==> src/sv/annexb_pkg.sv <==
// ----------------------------------------------------------------------------
// annexb_pkg
// Shared types and constants for the Annex B start code unit splitter.
// ----------------------------------------------------------------------------
`default_nettype none

package annexb_pkg;

  localparam int unsigned LA_DEPTH    = 4;
  localparam int unsigned MAX_RESULTS = LA_DEPTH + 1;
  localparam int unsigned QDEPTH      = 8;
  localparam int unsigned QIDX_W      = $clog2(QDEPTH);
  localparam int unsigned OCC_W       = $clog2(QDEPTH + 1);
  localparam int unsigned ACCEPT_MAX  = QDEPTH - MAX_RESULTS;
  localparam int unsigned LA_CNT_W    = $clog2(LA_DEPTH + 2);
  localparam int unsigned LEN_W       = 25;
  localparam int unsigned CFG_W       = 24;

  localparam logic [CFG_W-1:0] MAX_LEN_RESET = 24'd1048576;
  localparam logic [LEN_W-1:0] LEN_SAT       = 25'h100_0000;
  localparam logic [LEN_W-1:0] DET_MIN_LEN   = 25'd2;
  localparam logic [7:0]       SC_ZERO       = 8'h00;
  localparam logic [7:0]       SC_ONE        = 8'h01;

  typedef struct packed {
    logic       over;
    logic       last;
    logic [7:0] data;
  } res_t;

  typedef struct packed {
    logic [LA_CNT_W-1:0]          nout;
    res_t [MAX_RESULTS-1:0]       res;
  } push_t;

endpackage

`default_nettype wire

==> src/sv/annexb_start_code_unit_splitter_core.sv <==
// ----------------------------------------------------------------------------
// annexb_start_code_unit_splitter_core
// Splits an Annex B byte stream into units, marking last byte and oversize.
// ----------------------------------------------------------------------------
// Results: a result can leave in the cycle after the item that causes it; bytes
// wait in up to four items of lookahead. Throughput: one item per cycle while
// the eight-entry result queue holds three results or fewer, so any item has
// room for its up to five; once the queue backs up, results beyond one per item
// hold intake while the queue drains to three or fewer. Reset:
// asynchronous, active low; clears lookahead, count, queue; max length 1048576.
`default_nettype none

module annexb_start_code_unit_splitter_core (
  input  wire logic                          clk_i,
  input  wire logic                          rst_ni,
  input  wire logic                          s_axis_tvalid_i,
  output logic                               s_axis_tready_o,
  input  wire logic [7:0]                    s_axis_tdata_i,  // stream_byte
  input  wire logic                          s_axis_tlast_i,  // end_of_stream
  output logic                               m_axis_tvalid_o,
  input  wire logic                          m_axis_tready_i,
  output logic [7:0]                         m_axis_tdata_o,  // unit_byte
  output logic                               m_axis_tlast_o,  // unit_last
  output logic                               m_axis_tuser_o,  // unit_oversize
  input  wire logic                          cfg_we_i,
  input  wire logic [annexb_pkg::CFG_W-1:0]  cfg_wdata_i      // max_unit_length
);
  import annexb_pkg::*;

  logic [CFG_W-1:0]    max_len_q, max_len_d;
  logic                in_acc_w, out_acc_w;
  push_t               push_w;
  res_t                head_w;
  logic [OCC_W-1:0]    occ_w;
  logic [LA_CNT_W-1:0] la_cnt_w;

  assign in_acc_w  = s_axis_tvalid_i && s_axis_tready_o;
  assign out_acc_w = m_axis_tvalid_o && m_axis_tready_i;
  assign max_len_d = cfg_we_i ? cfg_wdata_i : max_len_q;

  always_ff @(posedge clk_i or negedge rst_ni) begin
    if (!rst_ni) begin
      max_len_q <= MAX_LEN_RESET;
    end else begin
      max_len_q <= max_len_d;
    end
  end

  annexb_scan u_scan (
    .clk_i     (clk_i),
    .rst_ni    (rst_ni),
    .accept_i  (in_acc_w),
    .byte_i    (s_axis_tdata_i),
    .eos_i     (s_axis_tlast_i),
    .max_len_i (max_len_q),
    .push_o    (push_w),
    .la_cnt_o  (la_cnt_w)
  );

  annexb_outq u_outq (
    .clk_i  (clk_i),
    .rst_ni (rst_ni),
    .push_i (push_w),
    .pop_i  (out_acc_w),
    .head_o (head_w),
    .occ_o  (occ_w)
  );

  assign s_axis_tready_o = (occ_w <= OCC_W'(ACCEPT_MAX));
  assign m_axis_tvalid_o = (occ_w != '0);
  assign m_axis_tdata_o  = head_w.data;
  assign m_axis_tlast_o  = head_w.last;
  assign m_axis_tuser_o  = head_w.over;

  a_occ_bound: assert property (@(posedge clk_i) disable iff (!rst_ni)
    occ_w <= OCC_W'(QDEPTH))
    else $error("result queue overflow");

  a_la_bound: assert property (@(posedge clk_i) disable iff (!rst_ni)
    la_cnt_w <= LA_CNT_W'(LA_DEPTH))
    else $error("lookahead count out of range");

  a_eos_flush: assert property (@(posedge clk_i) disable iff (!rst_ni)
    (in_acc_w && s_axis_tlast_i) |=> (la_cnt_w == '0) && (occ_w != '0))
    else $error("end of stream did not flush lookahead");

endmodule

`default_nettype wire

==> src/sv/annexb_scan.sv <==
// ----------------------------------------------------------------------------
// annexb_scan
// Lookahead register, start code detection and unit length tracking.
// ----------------------------------------------------------------------------
`default_nettype none

module annexb_scan (
  input  wire logic                           clk_i,
  input  wire logic                           rst_ni,
  input  wire logic                           accept_i,
  input  wire logic [7:0]                     byte_i,
  input  wire logic                           eos_i,
  input  wire logic [annexb_pkg::CFG_W-1:0]   max_len_i,
  output annexb_pkg::push_t                   push_o,
  output logic [annexb_pkg::LA_CNT_W-1:0]     la_cnt_o
);
  import annexb_pkg::*;

  localparam int unsigned BT_N = MAX_RESULTS + 2;

  logic [7:0]          la_q [LA_DEPTH];
  logic [7:0]          la_d [LA_DEPTH];
  logic [LA_CNT_W-1:0] la_cnt_q, la_cnt_d;
  logic [LEN_W-1:0]    len_q, len_d;

  logic [7:0]          bt [BT_N];
  logic [LA_CNT_W-1:0] n_w, drop_w, nk_w;
  logic                full_w, det_w, over1_w, over2_w;
  logic [LEN_W-1:0]    len_inc_w, base_w;
  logic [LEN_W-1:0]    max_ext_w;

  function automatic logic [LEN_W-1:0] sat_add(input logic [LEN_W-1:0] a,
                                               input logic [LA_CNT_W-1:0] k);
    logic [LEN_W:0] s;
    s = {1'b0, a} + {{(LEN_W + 1 - LA_CNT_W){1'b0}}, k};
    if (s > {1'b0, LEN_SAT}) begin
      return LEN_SAT;
    end
    return s[LEN_W-1:0];
  endfunction

  always_comb begin
    for (int i = 0; i < LA_DEPTH; i++) begin
      if (LA_CNT_W'(i) < la_cnt_q) begin
        bt[i] = la_q[i];
      end else if (LA_CNT_W'(i) == la_cnt_q) begin
        bt[i] = byte_i;
      end else begin
        bt[i] = '0;
      end
    end
    bt[LA_DEPTH] = (la_cnt_q == LA_CNT_W'(LA_DEPTH)) ? byte_i : '0;
    for (int i = LA_DEPTH + 1; i < BT_N; i++) begin
      bt[i] = '0;
    end

    n_w       = la_cnt_q + LA_CNT_W'(1);
    full_w    = (la_cnt_q == LA_CNT_W'(LA_DEPTH));
    det_w     = full_w && (len_q >= DET_MIN_LEN) && (bt[2] == SC_ZERO) &&
                (bt[3] == SC_ZERO) && (bt[4] == SC_ONE);
    if (!full_w) begin
      drop_w = '0;
    end else if (det_w && (bt[1] != SC_ZERO)) begin
      drop_w = LA_CNT_W'(2);
    end else begin
      drop_w = LA_CNT_W'(1);
    end
    nk_w      = n_w - drop_w;
    max_ext_w = {1'b0, max_len_i};
    len_inc_w = sat_add(len_q, LA_CNT_W'(1));
    over1_w   = sat_add(len_q, drop_w) > max_ext_w;
    if (det_w) begin
      base_w = '0;
    end else if (full_w) begin
      base_w = len_inc_w;
    end else begin
      base_w = len_q;
    end
    over2_w = sat_add(base_w, nk_w) > max_ext_w;

    // results are bt[0..drop-1] and, on end of stream, the rest as well
    push_o.nout = !accept_i ? '0 : (eos_i ? n_w : drop_w);
    for (int j = 0; j < MAX_RESULTS; j++) begin
      push_o.res[j].data = bt[j];
      push_o.res[j].last = (det_w && (LA_CNT_W'(j) == drop_w - LA_CNT_W'(1))) ||
                           (eos_i && (LA_CNT_W'(j) == n_w - LA_CNT_W'(1)));
      push_o.res[j].over = (det_w && over1_w &&
                            (LA_CNT_W'(j) == drop_w - LA_CNT_W'(1))) ||
                           (eos_i && over2_w &&
                            (LA_CNT_W'(j) == n_w - LA_CNT_W'(1)));
    end

    for (int i = 0; i < LA_DEPTH; i++) begin
      la_d[i] = la_q[i];
    end
    la_cnt_d = la_cnt_q;
    len_d    = len_q;
    if (accept_i) begin
      if (eos_i) begin
        for (int i = 0; i < LA_DEPTH; i++) begin
          la_d[i] = '0;
        end
        la_cnt_d = '0;
        len_d    = '0;
      end else begin
        for (int i = 0; i < LA_DEPTH; i++) begin
          la_d[i] = bt[LA_CNT_W'(i) + drop_w];
        end
        la_cnt_d = nk_w;
        len_d    = base_w;
      end
    end
  end

  always_ff @(posedge clk_i or negedge rst_ni) begin
    if (!rst_ni) begin
      for (int i = 0; i < LA_DEPTH; i++) begin
        la_q[i] <= '0;
      end
      la_cnt_q <= '0;
      len_q    <= '0;
    end else begin
      for (int i = 0; i < LA_DEPTH; i++) begin
        la_q[i] <= la_d[i];
      end
      la_cnt_q <= la_cnt_d;
      len_q    <= len_d;
    end
  end

  assign la_cnt_o = la_cnt_q;

endmodule

`default_nettype wire

==> src/sv/annexb_outq.sv <==
// ----------------------------------------------------------------------------
// annexb_outq
// Result queue: takes up to five results per item, hands out one per cycle while popped.
// ----------------------------------------------------------------------------
`default_nettype none

module annexb_outq (
  input  wire logic                          clk_i,
  input  wire logic                          rst_ni,
  input  wire annexb_pkg::push_t             push_i,
  input  wire logic                          pop_i,
  output annexb_pkg::res_t                   head_o,
  output logic [annexb_pkg::OCC_W-1:0]       occ_o
);
  import annexb_pkg::*;

  res_t             q_q [QDEPTH];
  res_t             q_d [QDEPTH];
  logic [OCC_W-1:0] occ_q, occ_d;
  logic [OCC_W-1:0] base_w;
  logic [OCC_W-1:0] pop_w;

  always_comb begin
    pop_w  = {{(OCC_W - 1){1'b0}}, pop_i};
    base_w = occ_q - pop_w;
    for (int i = 0; i < QDEPTH - 1; i++) begin
      q_d[i] = pop_i ? q_q[i + 1] : q_q[i];
    end
    q_d[QDEPTH-1] = q_q[QDEPTH-1];
    for (int j = 0; j < MAX_RESULTS; j++) begin
      if (LA_CNT_W'(j) < push_i.nout) begin
        q_d[QIDX_W'(base_w + OCC_W'(j))] = push_i.res[j];
      end
    end
    occ_d = base_w + OCC_W'(push_i.nout);
  end

  always_ff @(posedge clk_i or negedge rst_ni) begin
    if (!rst_ni) begin
      occ_q <= '0;
    end else begin
      occ_q <= occ_d;
    end
  end

  always_ff @(posedge clk_i) begin
    for (int i = 0; i < QDEPTH; i++) begin
      q_q[i] <= q_d[i];
    end
  end

  assign head_o = q_q[0];
  assign occ_o  = occ_q;

endmodule

`default_nettype wire

==> config.mk <==
export PLATFORM = sky130hd
export DESIGN_NAME = annexb_start_code_unit_splitter_core
export DESIGN_NICKNAME = d
export VERILOG_FILES = /design/src/sv/annexb_pkg.sv /design/src/sv/annexb_start_code_unit_splitter_core.sv /design/src/sv/annexb_scan.sv /design/src/sv/annexb_outq.sv
export SDC_FILE = /design/constraint.sdc
export NUM_CORES = 1
export LEC_CHECK = 0
export ABC_CLOCK_PERIOD_IN_PS = 15600
export BUFFER_PORTS_ARGS = -buffer_cell sky130_fd_sc_hd__buf_2
export CORE_MARGIN = 5
export CORE_UTILIZATION = 55
export CTS_BUF_LIST = sky130_fd_sc_hd__clkbuf_4 sky130_fd_sc_hd__clkbuf_8 sky130_fd_sc_hd__clkbuf_16
export CTS_CLUSTER_SIZE = 25
export DETAILED_ROUTE_END_ITERATION = 6
export PLACE_DENSITY = 0.69
export SLEW_MARGIN = 30
export SYNTH_ARGS = -nofsm -noshare
export SYNTH_HDL_FRONTEND = slang
export SYNTH_SLANG_ARGS = --single-unit
export TNS_END_PERCENT = 100
==> constraint.sdc <==
create_clock -name clk_i -period 15.6 [get_ports clk_i]
set_clock_uncertainty 0.05 [all_clocks]
set_input_delay 0 -clock clk_i [delete_from_list [all_inputs] [get_ports clk_i]]
set_output_delay 0 -clock clk_i [all_outputs]
set_load 0.005 [all_outputs]
# ---- Yosys cells after proc, flatten, opt, wreduce, memory -nomap -nowiden
# Memory sizes are Yosys's and may differ from the RTL's.
# Index checks and enable logic that the tools add are counted.
dict set report totals {
  inputBits 38
  latch_bits 0
  register_bits 88
  ramBits 80
  elab_cells 194
  romBits 0
  out_inout_bits 12
  mem_count 1
}
dict set report classes {
  n_reduce_logical 51
  mul 0
  mux 66
  addsub 16
  n_div 0
  order_cmp 30
  eq_ne 13
  shifts 0
  bitwise_logic 9
}
# name words width read_ports rd_ports_with_merged_regs write_ports line_no
set mem_list {}
lappend mem_list {u_outq.q_q 8 10 8 0 8 annexb_outq.sv:17} ;# res_t q_q [QDEPTH];
# cell n
set op_table {}
lappend op_table {{bitwise mux 80 bit} 5}
lappend op_table {{two-way mux 80 bit} 5}
lappend op_table {{two-way mux 25 bit} 9}
lappend op_table {{demux 10 bit (select 3 bit)} 5}
lappend op_table {{two-way mux 8 bit} 17}
lappend op_table {{two-way mux 10 bit} 12}
lappend op_table {{binary-select mux 8 bit (select 3 bit)} 4}
lappend op_table {{greater-than comparator 26 x 25 -> 1 bit, second input constant} 3}
lappend op_table {{adder 25 x 3 -> 26 bit} 2}
lappend op_table {{greater-than comparator 25 x 24 -> 1 bit} 2}
lappend op_table {{>= comparator 4 bit, second input constant} 9}
lappend op_table {{inverter 3 -> 4 bit} 9}
lappend op_table {{logical AND 1 bit} 34}
lappend op_table {{two-way mux 32 bit} 1}
lappend op_table {{adder 25 x 1 -> 26 bit, second input constant} 1}
lappend op_table {{>= comparator 25 x 2 -> 1 bit, second input constant} 1}
lappend op_table {{< comparator 4 x 1 -> 1 bit, second input constant} 5}
lappend op_table {{== test 2 x 3 -> 1 bit, first input constant} 6}
lappend op_table {{logical NOT 8 bit} 2}
lappend op_table {{< comparator 1 x 3 -> 1 bit, first input constant} 4}
lappend op_table {{< comparator 2 x 3 -> 1 bit, first input constant} 4}
lappend op_table {{two-way mux 3 bit} 4}
lappend op_table {{logical OR 1 bit} 10}
lappend op_table {{== test 1 x 3 -> 1 bit, first input constant} 3}
lappend op_table {{other kinds (19)} 28}

# ---- Logic depth before layout (Yosys ltp)
dict set report depth {
  depth_word 29
  depth_mapped 42
  depth_no_buf 36
}

# ---- Hierarchy
# From an unflattened synthesis, not the netlist that was laid out.
dict set report unflattened {
  hier_cells 2095
  hier_area_um2 16782.3
}
# module area_per_inst_um2 cells_per_inst seq_area_each_um2 instances
set by_module_without_submodules {}
lappend by_module_without_submodules {annexb_scan 7993.9 1080 1501.4 1}
lappend by_module_without_submodules {annexb_outq 7759.9 960 1701.6 1}
lappend by_module_without_submodules {annexb_start_code_unit_splitter_core 1028.5 55 601.8 1}

# ---- Worst setup path after synthesis
# No wires, ideal clock.
dict set report synth_path {
  path_kind {flip-flop to flip-flop}
  from {reg u_scan.la_cnt_q[0] (netlist: u_scan.la_cnt_o[0])}
  to {mem u_outq.q_q[2][9] (netlist bit)}
  setup_slack_ns 6.636
  stages_incl_launch_ff 41
  period_less_slack_ns 8.964
  required_time_ns 15.431
  arrival_time_ns 8.796
  setup_ns 0.119
  n_path_buf 7
  cell_sequence {dfrtp_1 buf_2 buf_1 inv_1 ha_1 clkbuf_1 o21ai_0 mux2i_1 or4_1 nor2_1 nand4_1 clkbuf_1 clkbuf_1 buf_1 nor2_1 inv_1 fa_1 xnor2_1 [5 not listed] or3_1 or4_4 nor3_2 xnor2_1 a41oi_4 nor2_1 ha_1 o21a_1 o21a_1 o21a_1 o21a_1 o21a_1 o21a_1 o21ai_0 nand3_1 buf_2 o2111ai_1 nand2_1}
}
# element line_no
set synth_lines {}
lappend synth_lines {{start, declared} annexb_scan.sv:23} ;# logic [LA_CNT_W-1:0] la_cnt_q, la_cnt_d;
lappend synth_lines {{start signal, assigned} annexb_scan.sv:126} ;# la_cnt_q <= la_cnt_d;
lappend synth_lines {{end, declared} annexb_outq.sv:17}

==> summary.txt <==
Run status
  • Status: complete, no violations

Logic synthesis
  • Cell taking the most area after synthesis: dfrtp_1
  • Yosys warns: 0
  • Main synth FF type: dfrtp_1
  • Mean Syn Cell Area: a little over 7 µm²
  • Async S/R FF share, synth: 52.4%
  • Post-synth top area share: 13.7%
  • Yosys reg bits: about 170
  • Synth cell types: 93
  • Ranking of synthesized cells by area: dfrtp_1 (14%), dfxtp_1 (10%), nor2_1 (7.9%)
  • Post-Syn Nets: 2356
  • Post-synth EDFFs: 0
  • Mapped Cells: 2245
  • Sequential area share after synthesis: roughly a quarter
  • Cell area after synthesis: 15900 µm²

Clocking
  • Post-CTS Setup Bufs: 0
  • Hold_buf cts: 25
  • Clock Latency Late Sink: 0.44 ns
  • CTS Sinks: between 150 and 200
  • CTS root buf: clkbuf_16
  • CTS tree: built
  • Num CTS Buffers: 17
  • Post-CTS sizing: 0
  • CTS clk-pin slew, worst paths: ~0.080 ns
  • H-tree depth: 4
  • Maximum clock insertion buffer count: 2

Finish
  • Area growth, synth to finish: 6.89%
  • Highest-count cells in the layout ignoring fill and taps: nor2_1 (335), nand2_1 (258), a21oi_1 (235)
  • Fin area: 17000 µm²
  • Most common cell after layout, fill and taps aside: nor2_1
  • Final Core Density: between 50% and 60%
  • Layout filler cell count: 2719
  • Nets: between 2000 and 2500
  • Final std cells w/o fill: around 2600
  • Layout cells sized above 1: between 8 and 9%

STA
  • Slew margin rel.: 31.0%
  • Minimum clock period: approximately 9.9 ns
  • Final hold violations: 0
  • Fin crit share: approximately 64%
  • Finish-stage setup viols: 0
  • RSZ-0062 raised after global routing: false
  • Slew Limit Fails: 0
  • Setup TNS: 0 ns
  • Fmax: 101 MHz
  • Worst Max-Slew Pin Slew: between 1 and 1.5 ns

Route
  • DRC: 0
  • Antenna-violating nets left: 0
  • Max Used Layer: met4
  • Vias per inst: approximately 6.7
  • Met2 Wirelength: about 28000 µm
  • Wl on met1: approximately 23000 µm
  • Total wire length: 60100 µm
  • 1st-iter DRT viols: about 1800
  • Avg WL per Cell: 23.3 µm
  • DRT Pass-1 Iters: 6
  • DR vias: roughly 17000
  • Met3 WL post-DR: ~4700 µm

Placement
  • Post-Place Cells: about 2500
  • DP HPWL: 43400 µm
  • Input/output buffers: around 50
  • Routability congestion estimate: approximately 1.0
  • Area after DPL: roughly 16000 µm²

Die
  • Ports: 50
  • Die area: 32500 µm²
  • Row Count: 62
  • Core Area: about 29000 µm²
  • Die Width: between 150 and 200 µm
  • Die height: approximately 180 µm
  • Starting Density: 55.7%

Critical path
  • Critical Path Most Common Cell: o21a_1
  • Kind of critical path: flop to flop
  • Worst Path Arrival: about 10 ns
  • Crit. End Element: flop
  • Delay of the slowest critical-path stage: between 0.7 and 0.8 ns
  • Worst Setup Start Kind: flop
  • CP max FO: 27
  • Worst Path Required: 15.88 ns
  • Critical-path top delay cell: xor2_1

Power and ir drop
  • Leak pwr: 0.00752 µW
  • Post-layout power: roughly 2500 µW
  • Pwr per Cell Area: ~150 nW/µm²
  • IR Drop Worst-Case VDD: 0.0944 mV

Min path
  • Min-delay worst type: primary input to flop

Global routing
  • Total Routing Usage GR: 35.6%
  • First-pass GRT wire length: 93700 µm
  • Vias in the first global route: 16200
  • Largest net degree at the start of global routing: 56
  • Initial antenna violation count: 1
  • GRT overflow: 0

Run
  • Max Cap Violations: 0
==> layout make-up <==
class | instances | area, µm² | share of cell area, %
diodes | 1 | 2.50 | 0.0147
clock buffers | 18 | 439 | 2.58
clock inverters | 14 | 153 | 0.896
inverters | 52 | 200 | 1.18
multi-input cells | 1827 | 11200 | 65.5
flip-flops and latches | 168 | 3800 | 22.3
well taps | 384 | 480 | 2.82
repair buffers | 114 | 798 | 4.69
==> power by group <==
group | internal, µW | switching [µW]
clock | 234 | 221
sequential | 567 | 95.6
combinational | 529 | 899
total | 1330 | 1220
==> registers in the layout (all words and copies together) (netlist names) <==
register and flops:
u_outq.q_q 80, u_scan.la_q 32, u_scan.len_q 25, max_len_q 24, u_outq.occ_o 4, u_scan.la_cnt_o 3
==> Yosys cell counts, drive strengths merged, types with 28 or more instances <==
library cell	number
clkbuf	143
xnor2	42
a31oi	36
dfxtp	80
a21oi	238
dfrtp	87
nor2	336
and3	29
nand4	28
buf	55
nor3	50
o21ai	129
inv	49
a211oi	116
mux2i	81
nand2	261
ha	69
nand3	71
==> metal layers <==
layer  vias to the layer above  global-route usage (%)
met3                       255                    4.84
met4                         0                    20.1
met1                      8058                    44.4
met2                       953                    59.1
li1                       7983                       -
met5                         -                       0
==> worst paths after layout <==
path	startpoint	end	slack, ns	cells after the start
min reg2reg	u_scan.la_q[5]$_DFFE_PN0P_	u_scan.la_q[5]$_DFFE_PN0P_	0.43	2
max in group asynchronous	rst_ni	max_len_q[8]$_DFFE_PN0P_	14.35	3
min in group asynchronous	rst_ni	u_scan.len_q[15]$_DFFE_PN0P_	0.04	2
min	cfg_we_i	max_len_q[20]$_DFFE_PN1P_	0.03	3
max reg2reg	u_scan.la_cnt_o[0]$_DFFE_PN0P_	u_outq.q_q[3][9]$_DFF_P_	5.66	35
max	u_scan.la_cnt_o[0]$_DFFE_PN0P_	u_outq.q_q[3][9]$_DFF_P_	5.66	35
==> cells by family (layout without fill, tap and decap cells) <==
group / count (synthesis) / in the layout / share of synthesized area, %
simple gates: 917 / 917 / 27.2
compound gates: 683 / 683 / 27.2
buf+inv: 250 / 198 / 6.52
flops: 168 / 168 / 23.9
mux: 89 / 89 / 5.68
fa+ha+maj: 73 / 73 / 5.92
xor+xnor: 65 / 65 / 3.57
other cells: 0 / 1 / 0
==> critical path, delay by kind of cell (launching register included) <==
family                     cells  cell delay, ns
adders and majority gates      5            1.40
DFF                            1            0.34
and+or+nand+nor               14            4.43
AOI/OAI and AO/OA             10            1.99
xor gates and xnor gates       2            0.83
buffers and inverters          3            0.58
muxes                          1            0.20
==> metrics by stage <==
step,hold WS [ns],setup WS (ns)
2_1_floorplan,-0.346,6.64
3_3_place_gp,-0.0351,6.09
5_1_grt,0.100,4.86
4_1_cts,0.00973,5.65
3_5_place_dp,-0.0359,5.74
6_report,0.0323,5.66
Note: power is estimated with default switching activity, not from simulation.
